**src/rtl/ipv4hg_pkg.sv**
```systemverilog
// ----------------------------------------------------------------------------
// ipv4hg_pkg
// shared types, constants and the header byte selection for the ipv4 header
// generator
// ----------------------------------------------------------------------------
package ipv4hg_pkg;

	localparam logic [7:0]  VER_IHL       = 8'h45;
	localparam logic [7:0]  TTL_VALUE     = 8'h80;
	localparam logic [4:0]  LAST_IDX      = 5'd19;
	localparam logic [15:0] ID_STEP_RESET = 16'd20795;
	localparam logic [15:0] IDENT_RESET   = 16'd30859;

	// register map, word index
	localparam logic REG_ID_STEP = 1'b0;

	typedef struct packed {
		logic [15:0] total_length;
		logic [7:0]  protocol;
		logic [15:0] ident;
		logic [15:0] csum;
		logic [31:0] source_address;
		logic [31:0] dest_address;
	} hdr_desc_t;

	function automatic logic [7:0] hdr_byte(input hdr_desc_t d, input logic [4:0] idx);
		logic [7:0] b;
		case (idx)
			5'd0:    b = VER_IHL;
			5'd1:    b = 8'h00;
			5'd2:    b = d.total_length[15:8];
			5'd3:    b = d.total_length[7:0];
			5'd4:    b = d.ident[15:8];
			5'd5:    b = d.ident[7:0];
			5'd6:    b = 8'h00;
			5'd7:    b = 8'h00;
			5'd8:    b = TTL_VALUE;
			5'd9:    b = d.protocol;
			5'd10:   b = d.csum[15:8];
			5'd11:   b = d.csum[7:0];
			5'd12:   b = d.source_address[31:24];
			5'd13:   b = d.source_address[23:16];
			5'd14:   b = d.source_address[15:8];
			5'd15:   b = d.source_address[7:0];
			5'd16:   b = d.dest_address[31:24];
			5'd17:   b = d.dest_address[23:16];
			5'd18:   b = d.dest_address[15:8];
			5'd19:   b = d.dest_address[7:0];
			default: b = 8'h00;
		endcase
		return b;
	endfunction

endpackage

```
**src/rtl/ipv4hg_front.sv**
```systemverilog
// ----------------------------------------------------------------------------
// ipv4hg_front
// accepts requests, advances the identification counter and builds the
// header checksum over two pipeline stages
// ----------------------------------------------------------------------------
module ipv4hg_front (
	input  logic                  clk,
	input  logic                  arst_n,
	input  logic                  in_valid,
	output logic                  in_ready,
	input  logic [15:0]           total_length,
	input  logic [7:0]            protocol,
	input  logic [31:0]           source_address,
	input  logic [31:0]           dest_address,
	input  logic [15:0]           id_step,
	output logic                  push_valid,
	input  logic                  push_ready,
	output ipv4hg_pkg::hdr_desc_t push_desc
);

	logic [15:0] ident_q;
	logic        v_s1;
	logic        v_s2;
	logic [15:0] tlen_s1, tlen_s2;
	logic [7:0]  proto_s1, proto_s2;
	logic [15:0] ident_s1, ident_s2;
	logic [31:0] src_s1, src_s2;
	logic [31:0] dst_s1, dst_s2;
	logic [17:0] sum_a_s2;
	logic [17:0] sum_b_s2;
	logic        adv_s1;
	logic        adv_s2;
	logic        in_beat;
	logic [15:0] ident_next;
	logic [17:0] sum_a;
	logic [17:0] sum_b;
	logic [18:0] sum_all;
	logic [16:0] fold1;
	logic [16:0] fold2;

	assign adv_s2     = !v_s2 || push_ready;
	assign adv_s1     = !v_s1 || adv_s2;
	assign in_ready   = adv_s1;
	assign in_beat    = in_valid && adv_s1;
	assign ident_next = ident_q + id_step;

	always_ff @(posedge clk or negedge arst_n) begin
		if (!arst_n) begin
			ident_q <= ipv4hg_pkg::IDENT_RESET;
			v_s1    <= 1'b0;
			v_s2    <= 1'b0;
		end else begin
			if (in_beat) ident_q <= ident_next;
			if (adv_s1) v_s1 <= in_valid;
			if (adv_s2) v_s2 <= v_s1;
		end
	end

	// partial checksum sums
	assign sum_a = {2'b00, tlen_s1} + {2'b00, ident_s1}
		+ {2'b00, src_s1[31:16]} + {2'b00, src_s1[15:0]};
	assign sum_b = {2'b00, dst_s1[31:16]} + {2'b00, dst_s1[15:0]}
		+ {2'b00, ipv4hg_pkg::VER_IHL, 8'h00} + {2'b00, ipv4hg_pkg::TTL_VALUE, proto_s1};

	always_ff @(posedge clk) begin
		if (in_beat) begin
			tlen_s1  <= total_length;
			proto_s1 <= protocol;
			ident_s1 <= ident_next;
			src_s1   <= source_address;
			dst_s1   <= dest_address;
		end
		if (adv_s2 && v_s1) begin
			tlen_s2  <= tlen_s1;
			proto_s2 <= proto_s1;
			ident_s2 <= ident_s1;
			src_s2   <= src_s1;
			dst_s2   <= dst_s1;
			sum_a_s2 <= sum_a;
			sum_b_s2 <= sum_b;
		end
	end

	// end-around carry fold
	assign sum_all = {1'b0, sum_a_s2} + {1'b0, sum_b_s2};
	assign fold1   = {1'b0, sum_all[15:0]} + {14'd0, sum_all[18:16]};
	assign fold2   = {1'b0, fold1[15:0]} + {16'd0, fold1[16]};

	always_comb begin
		push_desc.total_length   = tlen_s2;
		push_desc.protocol       = proto_s2;
		push_desc.ident          = ident_s2;
		push_desc.csum           = ~fold2[15:0];
		push_desc.source_address = src_s2;
		push_desc.dest_address   = dst_s2;
	end

	assign push_valid = v_s2;

endmodule

```
**src/rtl/ipv4hg_fifo.sv**
```systemverilog
// ----------------------------------------------------------------------------
// ipv4hg_fifo
// short queue of finished header descriptors between front and back
// ----------------------------------------------------------------------------
module ipv4hg_fifo #(
	parameter int DEPTH = 2
) (
	input  logic                  clk,
	input  logic                  arst_n,
	input  logic                  push_valid,
	output logic                  push_ready,
	input  ipv4hg_pkg::hdr_desc_t push_desc,
	output logic                  pop_valid,
	input  logic                  pop_ready,
	output ipv4hg_pkg::hdr_desc_t pop_desc
);

	localparam int PW = (DEPTH > 1) ? $clog2(DEPTH) : 1;
	localparam int CW = $clog2(DEPTH + 1);
	localparam logic [PW-1:0] PTR_LAST = PW'(DEPTH - 1);
	localparam logic [CW-1:0] CNT_FULL = CW'(DEPTH);

	ipv4hg_pkg::hdr_desc_t mem_q [DEPTH];
	logic [PW-1:0] wr_ptr_q;
	logic [PW-1:0] rd_ptr_q;
	logic [CW-1:0] count_q;
	logic          do_push;
	logic          do_pop;

	assign push_ready = (count_q != CNT_FULL);
	assign pop_valid  = (count_q != '0);
	assign do_push    = push_valid && push_ready;
	assign do_pop     = pop_valid && pop_ready;
	assign pop_desc   = mem_q[rd_ptr_q];

	always_ff @(posedge clk or negedge arst_n) begin
		if (!arst_n) begin
			wr_ptr_q <= '0;
			rd_ptr_q <= '0;
			count_q  <= '0;
		end else begin
			if (do_push) wr_ptr_q <= (wr_ptr_q == PTR_LAST) ? '0 : wr_ptr_q + 1'b1;
			if (do_pop)  rd_ptr_q <= (rd_ptr_q == PTR_LAST) ? '0 : rd_ptr_q + 1'b1;
			if (do_push && !do_pop) count_q <= count_q + 1'b1;
			else if (do_pop && !do_push) count_q <= count_q - 1'b1;
		end
	end

	always_ff @(posedge clk) begin
		if (do_push) mem_q[wr_ptr_q] <= push_desc;
	end

endmodule

```
**src/rtl/ipv4hg_back.sv**
```systemverilog
// ----------------------------------------------------------------------------
// ipv4hg_back
// serialises one header descriptor into twenty registered output beats
// ----------------------------------------------------------------------------
module ipv4hg_back (
	input  logic                  clk,
	input  logic                  arst_n,
	input  logic                  pop_valid,
	output logic                  pop_ready,
	input  ipv4hg_pkg::hdr_desc_t pop_desc,
	output logic                  out_valid,
	input  logic                  out_ready,
	output logic [7:0]            header_byte,
	output logic [4:0]            byte_index,
	output logic                  last_byte
);

	ipv4hg_pkg::hdr_desc_t cur_q;
	logic                  cur_v_q;
	logic [4:0]            cnt_q;
	logic                  out_v_q;
	logic                  load;
	logic                  at_last;
	logic                  do_pop;

	assign load      = !out_v_q || out_ready;
	assign at_last   = (cnt_q == ipv4hg_pkg::LAST_IDX);
	assign pop_ready = !cur_v_q || (load && at_last);
	assign do_pop    = pop_valid && pop_ready;

	always_ff @(posedge clk or negedge arst_n) begin
		if (!arst_n) begin
			cur_v_q <= 1'b0;
			cnt_q   <= '0;
			out_v_q <= 1'b0;
		end else begin
			if (load) out_v_q <= cur_v_q;
			if (do_pop) begin
				cur_v_q <= 1'b1;
				cnt_q   <= '0;
			end else if (load && cur_v_q) begin
				if (at_last) cur_v_q <= 1'b0;
				cnt_q <= at_last ? '0 : cnt_q + 1'b1;
			end
		end
	end

	always_ff @(posedge clk) begin
		if (do_pop) cur_q <= pop_desc;
		if (load && cur_v_q) begin
			header_byte <= ipv4hg_pkg::hdr_byte(cur_q, cnt_q);
			byte_index  <= cnt_q;
			last_byte   <= at_last;
		end
	end

	assign out_valid = out_v_q;

endmodule

```
**src/rtl/ipv4_header_generator.sv**
```systemverilog
// ----------------------------------------------------------------------------
// ipv4_header_generator
// builds 20-byte ipv4 headers with identification and checksum, one byte
// per output beat
// ----------------------------------------------------------------------------
// first byte path: checksum stages, queue, descriptor and output registers
// each request yields twenty beats through the byte-wide output register
// requests queue behind the checksum stages while a header is being sent
// reset: asynchronous, clears pipeline and queue; id_step returns to 20795,
// identification counter to 30859
// ----------------------------------------------------------------------------
module ipv4_header_generator #(
	parameter int QUEUE_DEPTH = 2
) (
	input  logic        clk,
	input  logic        arst_n,
	input  logic        psel,
	input  logic        penable,
	input  logic        pwrite,
	input  logic [2:0]  paddr,
	input  logic [31:0] pwdata,
	output logic [31:0] prdata,
	output logic        pready,
	input  logic        in_valid,
	output logic        in_ready,
	input  logic [15:0] total_length,
	input  logic [7:0]  protocol,
	input  logic [31:0] source_address,
	input  logic [31:0] dest_address,
	output logic        out_valid,
	input  logic        out_ready,
	output logic [7:0]  header_byte,
	output logic [4:0]  byte_index,
	output logic        last_byte
);

	logic [15:0]           id_step_q;
	logic                  push_valid;
	logic                  push_ready;
	ipv4hg_pkg::hdr_desc_t push_desc;
	logic                  pop_valid;
	logic                  pop_ready;
	ipv4hg_pkg::hdr_desc_t pop_desc;
	logic                  sel_id_step;

	// register file
	assign pready      = 1'b1;
	assign sel_id_step = (paddr[2] == ipv4hg_pkg::REG_ID_STEP);
	assign prdata      = sel_id_step ? {16'd0, id_step_q} : 32'd0;

	always_ff @(posedge clk or negedge arst_n) begin
		if (!arst_n) begin
			id_step_q <= ipv4hg_pkg::ID_STEP_RESET;
		end else if (psel && penable && pwrite && pready && sel_id_step) begin
			id_step_q <= pwdata[15:0];
		end
	end

	ipv4hg_front u_front (
		.clk            (clk),
		.arst_n         (arst_n),
		.in_valid       (in_valid),
		.in_ready       (in_ready),
		.total_length   (total_length),
		.protocol       (protocol),
		.source_address (source_address),
		.dest_address   (dest_address),
		.id_step        (id_step_q),
		.push_valid     (push_valid),
		.push_ready     (push_ready),
		.push_desc      (push_desc)
	);

	ipv4hg_fifo #(
		.DEPTH (QUEUE_DEPTH)
	) u_fifo (
		.clk        (clk),
		.arst_n     (arst_n),
		.push_valid (push_valid),
		.push_ready (push_ready),
		.push_desc  (push_desc),
		.pop_valid  (pop_valid),
		.pop_ready  (pop_ready),
		.pop_desc   (pop_desc)
	);

	ipv4hg_back u_back (
		.clk         (clk),
		.arst_n      (arst_n),
		.pop_valid   (pop_valid),
		.pop_ready   (pop_ready),
		.pop_desc    (pop_desc),
		.out_valid   (out_valid),
		.out_ready   (out_ready),
		.header_byte (header_byte),
		.byte_index  (byte_index),
		.last_byte   (last_byte)
	);

endmodule

```
**config.mk**
```make
export PLATFORM = sky130hd
export DESIGN_NAME = ipv4_header_generator
export DESIGN_NICKNAME = d
export VERILOG_FILES = /design/src/rtl/ipv4hg_pkg.sv /design/src/rtl/ipv4hg_front.sv /design/src/rtl/ipv4hg_fifo.sv /design/src/rtl/ipv4hg_back.sv /design/src/rtl/ipv4_header_generator.sv
export SDC_FILE = /design/constraint.sdc
export NUM_CORES = 1
export LEC_CHECK = 0
export BUFFER_PORTS_ARGS = -buffer_cell sky130_fd_sc_hd__buf_2
export CORE_AREA = 2 2 193 337
export DETAILED_ROUTE_END_ITERATION = 10
export DIE_AREA = 0 0 195 339
export PLACE_DENSITY = 0.71
export SLEW_MARGIN = 20
export SYNTH_ARGS = -nofsm -noshare
export SYNTH_HDL_FRONTEND = slang
export SYNTH_SLANG_ARGS = --single-unit
```
**constraint.sdc**
```tcl
create_clock -name clk -period 15.3 [get_ports clk]
set_input_delay 3.06 -clock clk [delete_from_list [all_inputs] [get_ports clk]]
set_output_delay 3.06 -clock clk [all_outputs]
set_load 0.005 [all_outputs]
```
Word-level counts from Yosys, hierarchy flattened
Memory sizes are Yosys's and may differ from the RTL's. A register that Yosys moved wholly into a read port is not among the register bits.
Cells that the tools add are included.
{"block": "classes", "bitwise": 2, "n_eq_ne": 17, "reduce_logical": 27, "n_addsub": 15, "n_mux": 14}
{"cell": "one-hot mux 8 bit (17 select lines)", "n": 1}
{"cell": "adder 18 x 16 -> 18 bit", "n": 3}
{"cell": "== test 5 x 4 -> 1 bit, second input constant", "n": 8}
{"cell": "adder 16 x 16 -> 17 bit", "n": 2}
{"cell": "== test 5 bit, second input constant", "n": 4}
{"cell": "adder 18 x 18 -> 19 bit", "n": 1}
{"cell": "adder 18 x 15 -> 18 bit, second input constant", "n": 1}
{"cell": "adder 16 x 3 -> 17 bit", "n": 1}
{"cell": "adder 16 x 1 -> 16 bit", "n": 1}
{"cell": "adder 16 bit", "n": 1}
{"cell": "two-way mux 16 bit", "n": 1}
{"cell": "inverter 16 bit", "n": 1}
{"cell": "two-way mux 5 bit", "n": 3}
{"cell": "logical AND 1 bit", "n": 11}
{"cell": "== test 5 x 2 -> 1 bit, second input constant", "n": 2}
{"cell": "== test 5 x 3 -> 1 bit, second input constant", "n": 2}
{"cell": "nonzero test 2 bit", "n": 4}
{"cell": "two-way mux 1 bit", "n": 7}
{"cell": "logical NOT 1 bit", "n": 6}
{"cell": "adder 5 x 1 -> 5 bit, second input constant", "n": 1}
{"cell": "logical NOT 5 bit", "n": 1}
{"cell": "logical OR 1 bit", "n": 4}
{"cell": "two-way mux 2 bit", "n": 2}
{"cell": "adder 1 bit, second input constant", "n": 2}
{"cell": "5 further kinds", "n": 5}
{"block": "totals", "mem_bits_rw": 240, "word_cells": 101, "out_inout_bits": 49, "n_memories": 1, "inputBits": 130, "register_bits": 303}
{"name": "u_fifo.mem_q", "words": 2, "word_bits": 120, "rd": 1, "rd_clocked_by_memory_dff": 1, "write_ports": 1, "line_no": "ipv4hg_fifo.sv:23", "text": "ipv4hg_pkg::hdr_desc_t mem_q [DEPTH];"}

Logic depth before layout (Yosys ltp)
Gate-level depths: netlist of the first run.
{"block": "logic_depth", "word_depth": 8, "ltp_mapped": 28, "mapped_depth_nobuf": 28}

By module
Synthesis of the first run repeated with hierarchy kept, for this count alone.
{"block": "hier_totals", "cells_unflattened": 1648, "area_unflattened_um2": 27971.8}
{"module": "ipv4hg_front", "cells_each": 868, "instances": 1, "seq_area_each_um2": 7787.5, "area_per_inst_um2": 12613.3}
{"module": "ipv4hg_fifo", "cells_each": 391, "instances": 1, "seq_area_each_um2": 7307.0, "area_per_inst_um2": 8876.0}
{"module": "ipv4hg_back", "cells_each": 319, "instances": 1, "seq_area_each_um2": 4199.0, "area_per_inst_um2": 5572.8}
{"module": "ipv4_header_generator", "cells_each": 70, "instances": 1, "seq_area_each_um2": 410.4, "area_per_inst_um2": 909.6}

Worst setup path before layout of the first run
Ideal clock, no wire load.
{"block": "synth_timing", "path_kind": "input port to flip-flop", "startpoint": "input in_valid", "endpoint": "register u_front.ident_q[11]", "arrival_ns": 6.913, "setup_ns": 0.075, "required_ns": 15.225, "path_buffers": 1, "cell_stages": 4, "slack_ns": 8.313, "cell_sequence": "nand2_1 inv_1 clkbuf_1 mux2_2"}
{"block": "synth_between", "elab_chain_len": 1}
{"element": "start, declared", "line_no": "ipv4_header_generator.sv:24", "text": "input logic in_valid,"}
{"element": "logical AND 1 bit", "line_no": "ipv4hg_front.sv:44", "text": "assign in_beat = in_valid && adv_s1;"}
{"element": "net u_front.in_beat", "line_no": "ipv4hg_front.sv:33", "text": "logic in_beat;"}
{"element": "end signal, assigned", "line_no": "ipv4hg_front.sv:49", "text": "ident_q <= ipv4hg_pkg::IDENT_RESET;"}
{"element": "end signal, assigned", "line_no": "ipv4hg_front.sv:53", "text": "if (in_beat) ident_q <= ident_next;"}
{"element": "end, declared", "line_no": "ipv4hg_front.sv:21", "text": "logic [15:0] ident_q;"}
The timed path passes the listed nets, and every way through them passes these cells.
A chain may end at the register's enable or synchronous reset.

==> out/results.ini, run 1 <==
[synthesis]
synth_cell_types = 78
postSynthAreaPerCell_um2 = 15.7
postSynthCellCount = 1805
yosysMostFrequentCell = edfxtp_1
yosys.area.top_type = edfxtp_1
synth_edf_count = 618
synthTopCellsByCount = edfxtp_1 (618), mux2_2 (146), inv_1 (112)
yosysSeqAreaShare_pct = 69.7
synth_warnings = 0
synth_seq_cells = 663
synth.cell_area_mm2 = 0.0283
synth_area_leaders = edfxtp_1 (66%), mux2_2 (5.8%), ha_1 (4.4%)
synth_ff_type = edfxtp_1
async_reset_ff_share_pct = 6.79
yosysTopAreaCellShare_pct = 65.6

[floorplan]
die_x_um = 195
core_mm2 = 0.0632
initial_core_util_pct = 44.7
fp-row-count = 122
die-height_um = 339
io_pins = 179
die_area_mm2 = 0.0661

[setup_path]
arrival_ns = 7.22
setup.worst_path.start_class = register
cp_max_fo = 6
cp_common_cell = nand2b_1
cpPeakStageDelay_ns = 0.45
crit_required_ns = 15.68
critPathSlowestCell = a211oi_1
end_kind = register
critPathKind = reg -> reg

[global_route]
antenna_found_initial = 0
grt_pass1_vias = 16100
grt_usage_pct = 19.8
gr-total-overflow = 0
grt_start_max_net_pins = 76
grt_pass1_wl_mm = 96.8

[final_layout]
drive_above_1_share_pct = 20.9
fillers = 5251
fin_nets = 2232
multi_input_area_mm2 = 0.00794
area_growth_pct = 12.6
n_antenna_cell = 0
seq_area_mm2 = 0.0197

[clocking]
cts_setup_buffers = 0
cts_tree = yes
clk_latency_ns = 0.64
cts-resized-gates = 0
clk_pin_slew_worst_paths_ns = 0.07
cts_sinks = 663
htreeDepth = 2
clockBufferDepth = 3
clock-root-buffer = clkbuf_16
postCtsHoldBufs = 0
cts_buffers = 57

[flow_run]
drv_cap = 0

[min_path]
hold_path.class = reg -> reg

[place]
gp_congestion = 0.881
port_buffers = 143
hpwlAfterDp_mm = 47.3

[power]
peakVddDrop_mv = 0.172
total_power_mw = 8.07
leakagePower_nw = 11.7
power_density_mw_per_mm2 = 254

[timing]
timing.slew.headroom_pct = 27.1
maxSlewViolCount = 0
finalCritPeriodShare_pct = 44.7
finClkSkew_ns = 0.0237
rsz0062_at_grt = false
hold_violations = 0
post-route-min-period_ns = 6.84
tightestPinTransition_ns = 1.09
clock.fmax_ghz = 0.146
finalSetupTns_ns = 0
setup_viol = 0

[detailed_routing]
finalWirelength_mm = 65.1
drt_iter0_markers = 1105
drt_pass1_iterations = 5
drc_errors = 0
routedWlPerCell_um = 23.0
vias = 15700
drtAntennaViolNets = 0
via_per_inst = 5.54

[status]
status = finished clean

## per-layer routing
| metal | track usage, % | wire length, um |
|---|---|---|
| met5 | 0 | 0 |
| met4 | 13.2 | 4670 |
| met3 | 2.55 | 2790 |
| met2 | 35.3 | 33700 |
| met1 | 22.0 | 23900 |
## kinds of logic (layout without fill, tap and decap cells)
kind of cell,after synthesis,after routing,share of synthesized area [%]
DFF,663,663,69.7
and+or+nand+nor,315,315,5.63
AOI/OAI and AO/OA,290,290,7.21
buffers and inverters,167,371,2.45
muxes,148,148,5.89
adders and majority gates,123,123,6.05
xor gates and xnor gates,97,97,3.03
other,2,17,0.0266
## layout by cell type (no fill, tap or decap), types with 30 or more instances in the layout
cell type / n
clkbuf_16: 57
a21oi_1: 64
buf_2: 142
edfxtp_1: 618
ha_1: 100
nor2_1: 70
nand2_1: 62
nor3_1: 37
xor2_1: 30
inv_1: 110
xnor2_1: 66
mux2_2: 146
o21ai_0: 41
## where the power goes
part	switching, mW	internal, mW
sequential	0.263	2.86
combinational	2.18	1.28
clock	0.650	0.831
## critical path, delay by kind of cell (launching register included)
family	cells	cell delay [ns]
xor gates and xnor gates	1	0.20
adders and majority gates	5	1.36
AOI/OAI and AO/OA	9	2.44
and+or+nand+nor	10	2.03
DFF	1	0.33
buffers and inverters	3	0.24
## cell type report
class / count / area share, %
clock buffers: 66 / 4.62
clock inverters: 38 / 1.46
inverters: 114 / 1.36
multi-input cells: 990 / 25.0
flip-flops and latches: 663 / 61.9
well taps: 806 / 3.17
repair buffers: 153 / 2.49
## metrics by stage
step	worst slack [ns]	instance area, um^2	utilization, %	std cells	hold slack, ns
5_1_grt	7.84	31800	50.4	2830	0.449
4_1_cts	8.41	31800	50.4	2830	0.437
6_report	8.46	31800	50.4	2830	0.439
3_5_place_dp	8.44	29900	47.3	2726	0.429
3_3_place_gp	8.49	29900	47.3	2726	0.423
2_1_floorplan	8.31	28300	-	1820	0.421
## sequential cells by signal, summed over array words and instances, names as in the netlist, 2 cells and up
name / cells
id_step_q: 16
u_back.byte_index: 5
u_back.cnt_q: 5
u_back.cur_q: 120
u_back.header_byte: 8
u_fifo.count_q: 2
u_fifo.mem_q: 240
u_front.dst_s1: 32
u_front.dst_s2: 32
u_front.ident_q: 16
u_front.ident_s1: 16
u_front.ident_s2: 16
u_front.proto_s1: 8
u_front.proto_s2: 8
u_front.src_s1: 32
u_front.src_s2: 32
u_front.sum_a_s2: 18
u_front.sum_b_s2: 18
u_front.tlen_s1: 16
u_front.tlen_s2: 16
## final timing paths
check                                         startpoint  cells past startpoint  slack (ns)                              end
setup / recovery           u_front.sum_b_s2[0]$_DFFE_PP_                     28        8.46    u_fifo.mem_q[1][79]$_DFFE_PP_
hold / removal              u_front.dst_s2[10]$_DFFE_PP_                      0        0.44    u_fifo.mem_q[1][10]$_DFFE_PP_
setup reg to reg           u_front.sum_b_s2[0]$_DFFE_PP_                     28        8.46    u_fifo.mem_q[1][79]$_DFFE_PP_
hold reg to reg             u_front.dst_s2[10]$_DFFE_PP_                      0        0.44    u_fifo.mem_q[1][10]$_DFFE_PP_
max in group asynchronous                         arst_n                      1       12.39  u_front.ident_q[15]$_DFFE_PN0P_
min in group asynchronous                         arst_n                      1        2.43      u_fifo.rd_ptr_q$_DFFE_PN0P_
Note: power is estimated with default switching activity, not from simulation.
==> run 2, diff against run 1 <==
- ABC_AREA: default -> 1
- CORE_AREA: 2 2 193 337 -> 2 2 194 339
- DIE_AREA: 0 0 195 339 -> 0 0 196 341
- clock period: 15.3 -> 6.73 ns (I/O delays scaled with it)
==> run 2 against run 1 <==
  * Worst hold slack worse by 0.0014 ns
  * Global-route usage up 0.42 points
  * Maximum frequency is 16% higher
  * Critical endpoint is now u_fifo.mem_q[1][76]$_DFFE_PP_
  * Count of clock-buffer cells in the layout up 1
  * Final cell count up 19%
  * Via count rose by 8.5%
  * Synthesized cell count is 29% higher
  * Non-clock buffer count grew 6
  * Wire length increased by 1.9%
  * Design area is 1.1% higher
  * Synthesized area increased by 1.0%
  * Critical path depth rose by 7
==> out/results.ini, run 2 <==
[setup_path]
critPathSlowestCell = fa_1
cp_common_cell = nand2_1
cpPeakStageDelay_ns = 0.45  ; about the same
cp.buffers_inverters = 0  ; -3
crit_family = simple AND/OR/NAND/NOR gates
cp_max_fo = 5  ; -1
critPathKind = reg -> reg
crit_required_ns = 7.09  ; -8.59 ns
end_kind = register
arrival_ns = 6.24  ; -0.98 ns
setup.worst_path.start_class = register

[floorplan]
die_x_um = 196  ; +0.51%
die_area_mm2 = 0.0668  ; +1.1%
io_pins = 179  ; unchanged
die-height_um = 341  ; +0.59%
initial_core_util_pct = 44.6  ; -0.12 points
fp-row-count = 123  ; +0.82%
core_mm2 = 0.0640  ; +1.3%

[final_layout]
final_cell_mix = nand2_1 (697), edfxtp_1 (618), inv_1 (217)
n_antenna_cell = 0  ; unchanged
area_growth_pct = 12.6  ; about the same
drive_above_1_share_pct = 13.3  ; -7.6 points
largest_reg_flops = 240  ; unchanged
layout_commonest_cell = nand2_1
fin_nets = 2760  ; +24%
fillers = 5443  ; +3.7%
max_flop_register = u_fifo.mem_q
reg_top3 = u_fifo.mem_q (240), u_back.cur_q (120)

[status]
status = finished clean

[synthesis]
synthTopCellsByCount = nand2_1 (697), edfxtp_1 (618), inv_1 (220)
synth_seq_cells = 663  ; unchanged
yosysTopAreaCellShare_pct = 65.0  ; -0.68 points
yosys.area.top_type = edfxtp_1
synth_area_leaders = edfxtp_1 (65%), nand2_1 (9.2%), ha_1 (4.4%)
async_reset_ff_share_pct = 6.79  ; unchanged
synth_warnings = 0  ; unchanged
postSynthAreaPerCell_um2 = 12.3  ; -22%
synth.cell_area_mm2 = 0.0286  ; +1.0%
postSynthCellCount = 2327  ; +29%
synth_edf_count = 618  ; unchanged
yosysSeqAreaShare_pct = 69.0  ; -0.72 points
synth_cell_types = 48  ; -38%
synth_ff_type = edfxtp_1
yosysMostFrequentCell = nand2_1

[detailed_routing]
drt_iter0_markers = 1090  ; -1.4%
vias = 17000  ; +8.5%
routedWlPerCell_um = 19.7  ; -14%
drt_pass1_iterations = 5  ; unchanged
drtAntennaViolNets = 0  ; unchanged
finalWirelength_mm = 66.4  ; +1.9%
via_per_inst = 5.06  ; -8.8%
drc_errors = 0  ; unchanged

[timing]
timing.slew.headroom_pct = 35.3  ; +8.2 points
rsz0062_at_grt = false
finalSetupTns_ns = 0  ; unchanged
post-route-min-period_ns = 5.88  ; -0.967 ns
clock.fmax_ghz = 0.170  ; +16%
finalCritPeriodShare_pct = 87.3  ; +43 points
hold_violations = 0  ; unchanged
tightestPinTransition_ns = 0.970  ; -0.124 ns
maxSlewViolCount = 0  ; unchanged
setup_viol = 0  ; unchanged
finClkSkew_ns = 0.0470  ; +0.0233 ns

[place]
gp_congestion = 0.873  ; -0.92%
port_buffers = 143  ; unchanged
hpwlAfterDp_mm = 49.3  ; +4.2%

[clocking]
htreeDepth = 2  ; unchanged
cts_setup_buffers = 0  ; unchanged
clk_latency_ns = 0.65  ; about the same
postCtsHoldBufs = 0  ; unchanged
clock-root-buffer = clkbuf_16
cts-resized-gates = 0  ; unchanged
clockBufferDepth = 3  ; unchanged
clk_pin_slew_worst_paths_ns = 0.06  ; about the same
cts_tree = yes
cts_buffers = 58  ; +1.8%
cts_sinks = 663  ; unchanged

[global_route]
grt_pass1_vias = 17500  ; +8.7%
grt_pass1_wl_mm = 101  ; +4.2%
antenna_found_initial = 0  ; unchanged
gr-total-overflow = 0  ; unchanged
grt_start_max_net_pins = 81  ; +6.6%
grt_usage_pct = 20.2  ; +0.42 points

[flow_run]
drv_cap = 0  ; unchanged

[min_path]
hold_path.class = reg -> reg

-- run 2: cell types whose count changed after synthesis, moves of 27 or more --
| cell | change |
|---|---|
| a21oi_1 | +40 |
| mux2_2 | -146 |
| inv_1 | +108 |
| and3_1 | -29 |
| nor2_1 | +28 |
| nand2_2 | +27 |
| xnor2_1 | -33 |
| nand3_1 | +49 |
| nand2_1 | +635 |
-- run 2: metal layers --
layer	up-vias	wire length [um]	GRT usage (%)
met5	-	0	0
met1	8193	24700	22.5
met4	0	3090	9.22
met3	132	2380	2.20
li1	8247	-	-
met2	449	36200	38.3
-- run 2: area by class of cell --
| class | instances | area (um^2) | area share, % |
|---|---|---|---|
| Inverter | 234 | 885 | 2.75 |
| Tap cell | 812 | 1020 | 3.16 |
| Multi-Input combinational cell | 1391 | 7790 | 24.2 |
| Clock buffer | 67 | 1510 | 4.68 |
| Timing Repair Buffer | 159 | 846 | 2.63 |
| Clock inverter | 40 | 412 | 1.28 |
| Sequential cell | 663 | 19700 | 61.3 |
-- run 2: kinds of logic after synthesis --
| logic type | share of synthesized area [%] |
|---|---|
| simple gates | 14.2 |
| flops | 69.0 |
| buf+inv | 4.02 |
| compound gates | 4.31 |
| fa+ha+maj | 5.99 |
| xor+xnor | 2.45 |
| other cells | 0.0263 |
-- run 2: stage by stage --
stage / worst slack [ns] / instance area [um^2] / util, % / hold WS [ns] / cells
after floorplan: 0.387 / 28600 / - / 0.421 / 2342
after global placement: 0.927 / 30200 / 47.2 / 0.421 / 3258
after detailed placement: 0.756 / 30200 / 47.2 / 0.431 / 3258
after CTS: 0.761 / 32100 / 50.2 / 0.441 / 3365
after global routing: 0.226 / 32200 / 50.2 / 0.458 / 3366
final: 0.853 / 32200 / 50.2 / 0.438 / 3366
-- run 2: worst reg2reg max path, delay by kind of cell (launching register included) --
| kind | cells | cell delay (ns) |
|---|---|---|
| simple gates | 28 | 3.40 |
| fa+ha+maj | 3 | 1.06 |
| compound gates | 3 | 0.62 |
| flops | 1 | 0.38 |
| xor+xnor | 1 | 0.18 |
-- run 2: final timing paths --
path / startpoint / end / slack [ns] / cells after the start
worst max-delay path: u_front.sum_b_s2[6]$_DFFE_PP_ / u_fifo.mem_q[1][76]$_DFFE_PP_ / 0.85 / 35
worst min-delay path: u_front.src_s2[22]$_DFFE_PP_ / u_fifo.mem_q[1][54]$_DFFE_PP_ / 0.44 / 0
worst max register to register: u_front.sum_b_s2[6]$_DFFE_PP_ / u_fifo.mem_q[1][76]$_DFFE_PP_ / 0.85 / 35
worst min register to register: u_front.src_s2[22]$_DFFE_PP_ / u_fifo.mem_q[1][54]$_DFFE_PP_ / 0.44 / 0
max in group asynchronous: arst_n / u_fifo.rd_ptr_q$_DFFE_PN0P_ / 5.53 / 1
min in group asynchronous: arst_n / u_fifo.count_q[1]$_DFFE_PN0P_ / 0.72 / 1
Power of run 2 is left out: the tool's default activity adds up to more than one toggle a clock period on the data nets, which glitch-free logic cannot reach.
==> run 3, diff against run 2 <==
--- a/config.mk
+++ b/config.mk
@@ -11,4 +11,5 @@
 export DETAILED_ROUTE_END_ITERATION = 10
 export DIE_AREA = 0 0 196 341
+export GPL_TIMING_DRIVEN = 0
 export PLACE_DENSITY = 0.71
 export SLEW_MARGIN = 20
==> constraint.sdc (replaced) <==
create_clock -name clk -period 6.73 [get_ports clk]
set_input_delay 1.346 -clock clk [delete_from_list [all_inputs] [get_ports clk]]
set_output_delay 1.346 -clock clk [all_outputs]
set_load 0.01 [all_outputs]
==> run 3 against run 2 <==
  * Clock skew decreased by 0.017 ns
  * Core utilization increased by 0.97 points
  * Global-route usage up 0.32 points
  * Final cell count up 1.5%
  * Count of clock-buffer cells in the layout fell by 8
  * Design area up 1.9%
  * First-iteration DRC count grew 17%
==> out/results.ini, run 3 (synthesis results as in run 2) <==
[detailed_routing]
routedWlPerCell_um = 19.8  ; +0.31%
vias = 17200  ; +0.80%
drc_errors = 0  ; unchanged
drtAntennaViolNets = 0  ; unchanged
via_per_inst = 5.02  ; -0.73%
finalWirelength_mm = 67.6  ; +1.9%
drt_iter0_markers = 1278  ; +17%
drt_pass1_iterations = 5  ; unchanged

[place]
place_area_mm2 = 0.0309  ; +2.1%
gp_congestion = 0.906  ; +3.7%
place_inst = 3315  ; +1.7%
port_buffers = 142  ; -0.70%
hpwlAfterDp_mm = 52.4  ; +6.3%

[timing]
post-route-min-period_ns = 6.09  ; +0.211 ns
timing.slew.headroom_pct = 24.5  ; -11 points
setup_viol = 0  ; unchanged
finClkSkew_ns = 0.0295  ; -0.0174 ns
clock.fmax_ghz = 0.164  ; -3.5%
tightestPinTransition_ns = 1.10  ; +0.133 ns
rsz0062_at_grt = false
hold_violations = 0  ; unchanged
finalCritPeriodShare_pct = 90.5  ; +3.1 points
hold_ws_ns = 0.446  ; +0.00856 ns
maxSlewViolCount = 0  ; unchanged
finalSetupTns_ns = 0  ; unchanged

[setup_path]
cp_common_cell = nand2_1
arrival_ns = 6.45  ; +0.21 ns
end_kind = register
cp.buffers_inverters = 0  ; unchanged
cp_max_fo = 5  ; unchanged
crit_family = simple AND/OR/NAND/NOR gates
crit_required_ns = 7.09  ; about the same
critPathKind = reg -> reg
cpPeakStageDelay_ns = 0.48  ; +0.03 ns
setup.worst_path.start_class = register
critPathSlowestCell = edfxtp_1

[final_layout]
postLayoutCellArea_mm2 = 0.0328  ; +1.9%
n_antenna_cell = 0  ; unchanged
largest_reg_flops = 240  ; unchanged
instances_no_fill = 3418  ; +1.5%
reg_top3 = u_fifo.mem_q (240), u_back.cur_q (120)
area_growth_pct = 14.8
max_flop_register = u_fifo.mem_q
fin_nets = 2814  ; +2.0%
seq_area_mm2 = 0.0197  ; about the same
layout_commonest_cell = nand2_1
multi_input_area_mm2 = 0.00780  ; about the same
drive_above_1_share_pct = 13.7  ; +0.46 points
fillers = 5356  ; -1.6%
final_cell_mix = nand2_1 (697), edfxtp_1 (618), inv_1 (219)

[power]
power_density_mw_per_mm2 = 574
total_power_mw = 18.8
peakVddDrop_mv = 0.283
leakagePower_nw = 13.5

[global_route]
grt_pass1_wl_mm = 102  ; +1.4%
grt_start_max_net_pins = 84  ; +3.7%
antenna_found_initial = 0  ; unchanged
grt_pass1_vias = 17700  ; +1.1%
gr-total-overflow = 0  ; unchanged
grt_usage_pct = 20.5  ; +0.32 points

[clocking]
cts_tree = yes
clock-root-buffer = clkbuf_16
clk_latency_ns = 0.64  ; about the same
cts_setup_buffers = 0  ; unchanged
htreeDepth = 2  ; unchanged
cts_sinks = 663  ; unchanged
cts_buffers = 56  ; -3.4%
clockBufferDepth = 3  ; unchanged
postCtsHoldBufs = 0  ; unchanged
clk_pin_slew_worst_paths_ns = 0.07  ; about the same
cts-resized-gates = 0  ; unchanged

[min_path]
hold_path.class = reg -> reg

[floorplan]
io_pins = 179  ; unchanged
die_x_um = 196  ; unchanged
die_area_mm2 = 0.0668  ; unchanged
core_mm2 = 0.0640  ; unchanged
fp-row-count = 123  ; unchanged
initial_core_util_pct = 44.6  ; unchanged
die-height_um = 341  ; unchanged

[flow_run]
drv_cap = 0  ; unchanged

[status]
status = finished clean

run 3: cell count changes in the layout (fill, tap and decap cells not counted), sizes merged:
cell      change
clkinvlp      -1
inv           +5
buf          +29
bufinv        +2
clkbuf       +19
clkinv        -2
run 3: path summary, 6_finish.rpt:
path | startpoint | end | slack, ns | cells after the start
worst max register to register | u_front.sum_a_s2[6]$_DFFE_PP_ | u_fifo.mem_q[1][78]$_DFFE_PP_ | 0.64 | 35
worst min-delay path | u_front.src_s2[22]$_DFFE_PP_ | u_fifo.mem_q[1][54]$_DFFE_PP_ | 0.45 | 0
worst max-delay path | u_front.sum_a_s2[6]$_DFFE_PP_ | u_fifo.mem_q[1][78]$_DFFE_PP_ | 0.64 | 35
max in group asynchronous | arst_n | id_step_q[2]$_DFFE_PN0P_ | 5.54 | 1
min in group asynchronous | arst_n | u_fifo.count_q[0]$_DFFE_PN0P_ | 0.74 | 1
worst min register to register | u_front.src_s2[22]$_DFFE_PP_ | u_fifo.mem_q[1][54]$_DFFE_PP_ | 0.45 | 0
run 3: final cells by class:
class / instances / share of cell area, %
well taps: 812 / 3.10
multi-input cells: 1391 / 23.8
plain buffers: 54 / 0.836
flip-flops and latches: 663 / 60.1
inverters: 234 / 2.70
clock buffers: 59 / 4.37
repair buffers: 161 / 3.61
clock inverters: 44 / 1.49
run 3: stage by stage:
stage | worst slack [ns] | util, %
after global routing | 0.116 | 51.2
after CTS | 0.435 | 51.2
final | 0.642 | 51.2
after floorplan | 0.387 | -
after global placement | -2.25 | 47.4
after detailed placement | 0.464 | 48.2
run 3: layer usage:
metal  vias up  GRT usage [%]  share of wire (%)
li1       8372              -                  -
met1      8199           22.0                 36
met2       436           38.8                 54
met3       151           1.89                3.2
met4         0           12.3                6.4
met5         -              0                  0
run 3: worst reg2reg max path, delay by kind of cell (launching register included):
family	cells	cell delay [ns]
AOI/OAI and AO/OA	3	0.66
xor gates and xnor gates	1	0.18
adders and majority gates	3	1.07
DFF	1	0.48
and+or+nand+nor	28	3.44
run 3: where the power goes:
part	switching [mW]	leakage (nW)	internal (mW)
registers	0.619	6.33	6.66
clock network	1.51	0.918	1.87
logic	5.47	6.24	2.69
total	7.60	13.5	11.2
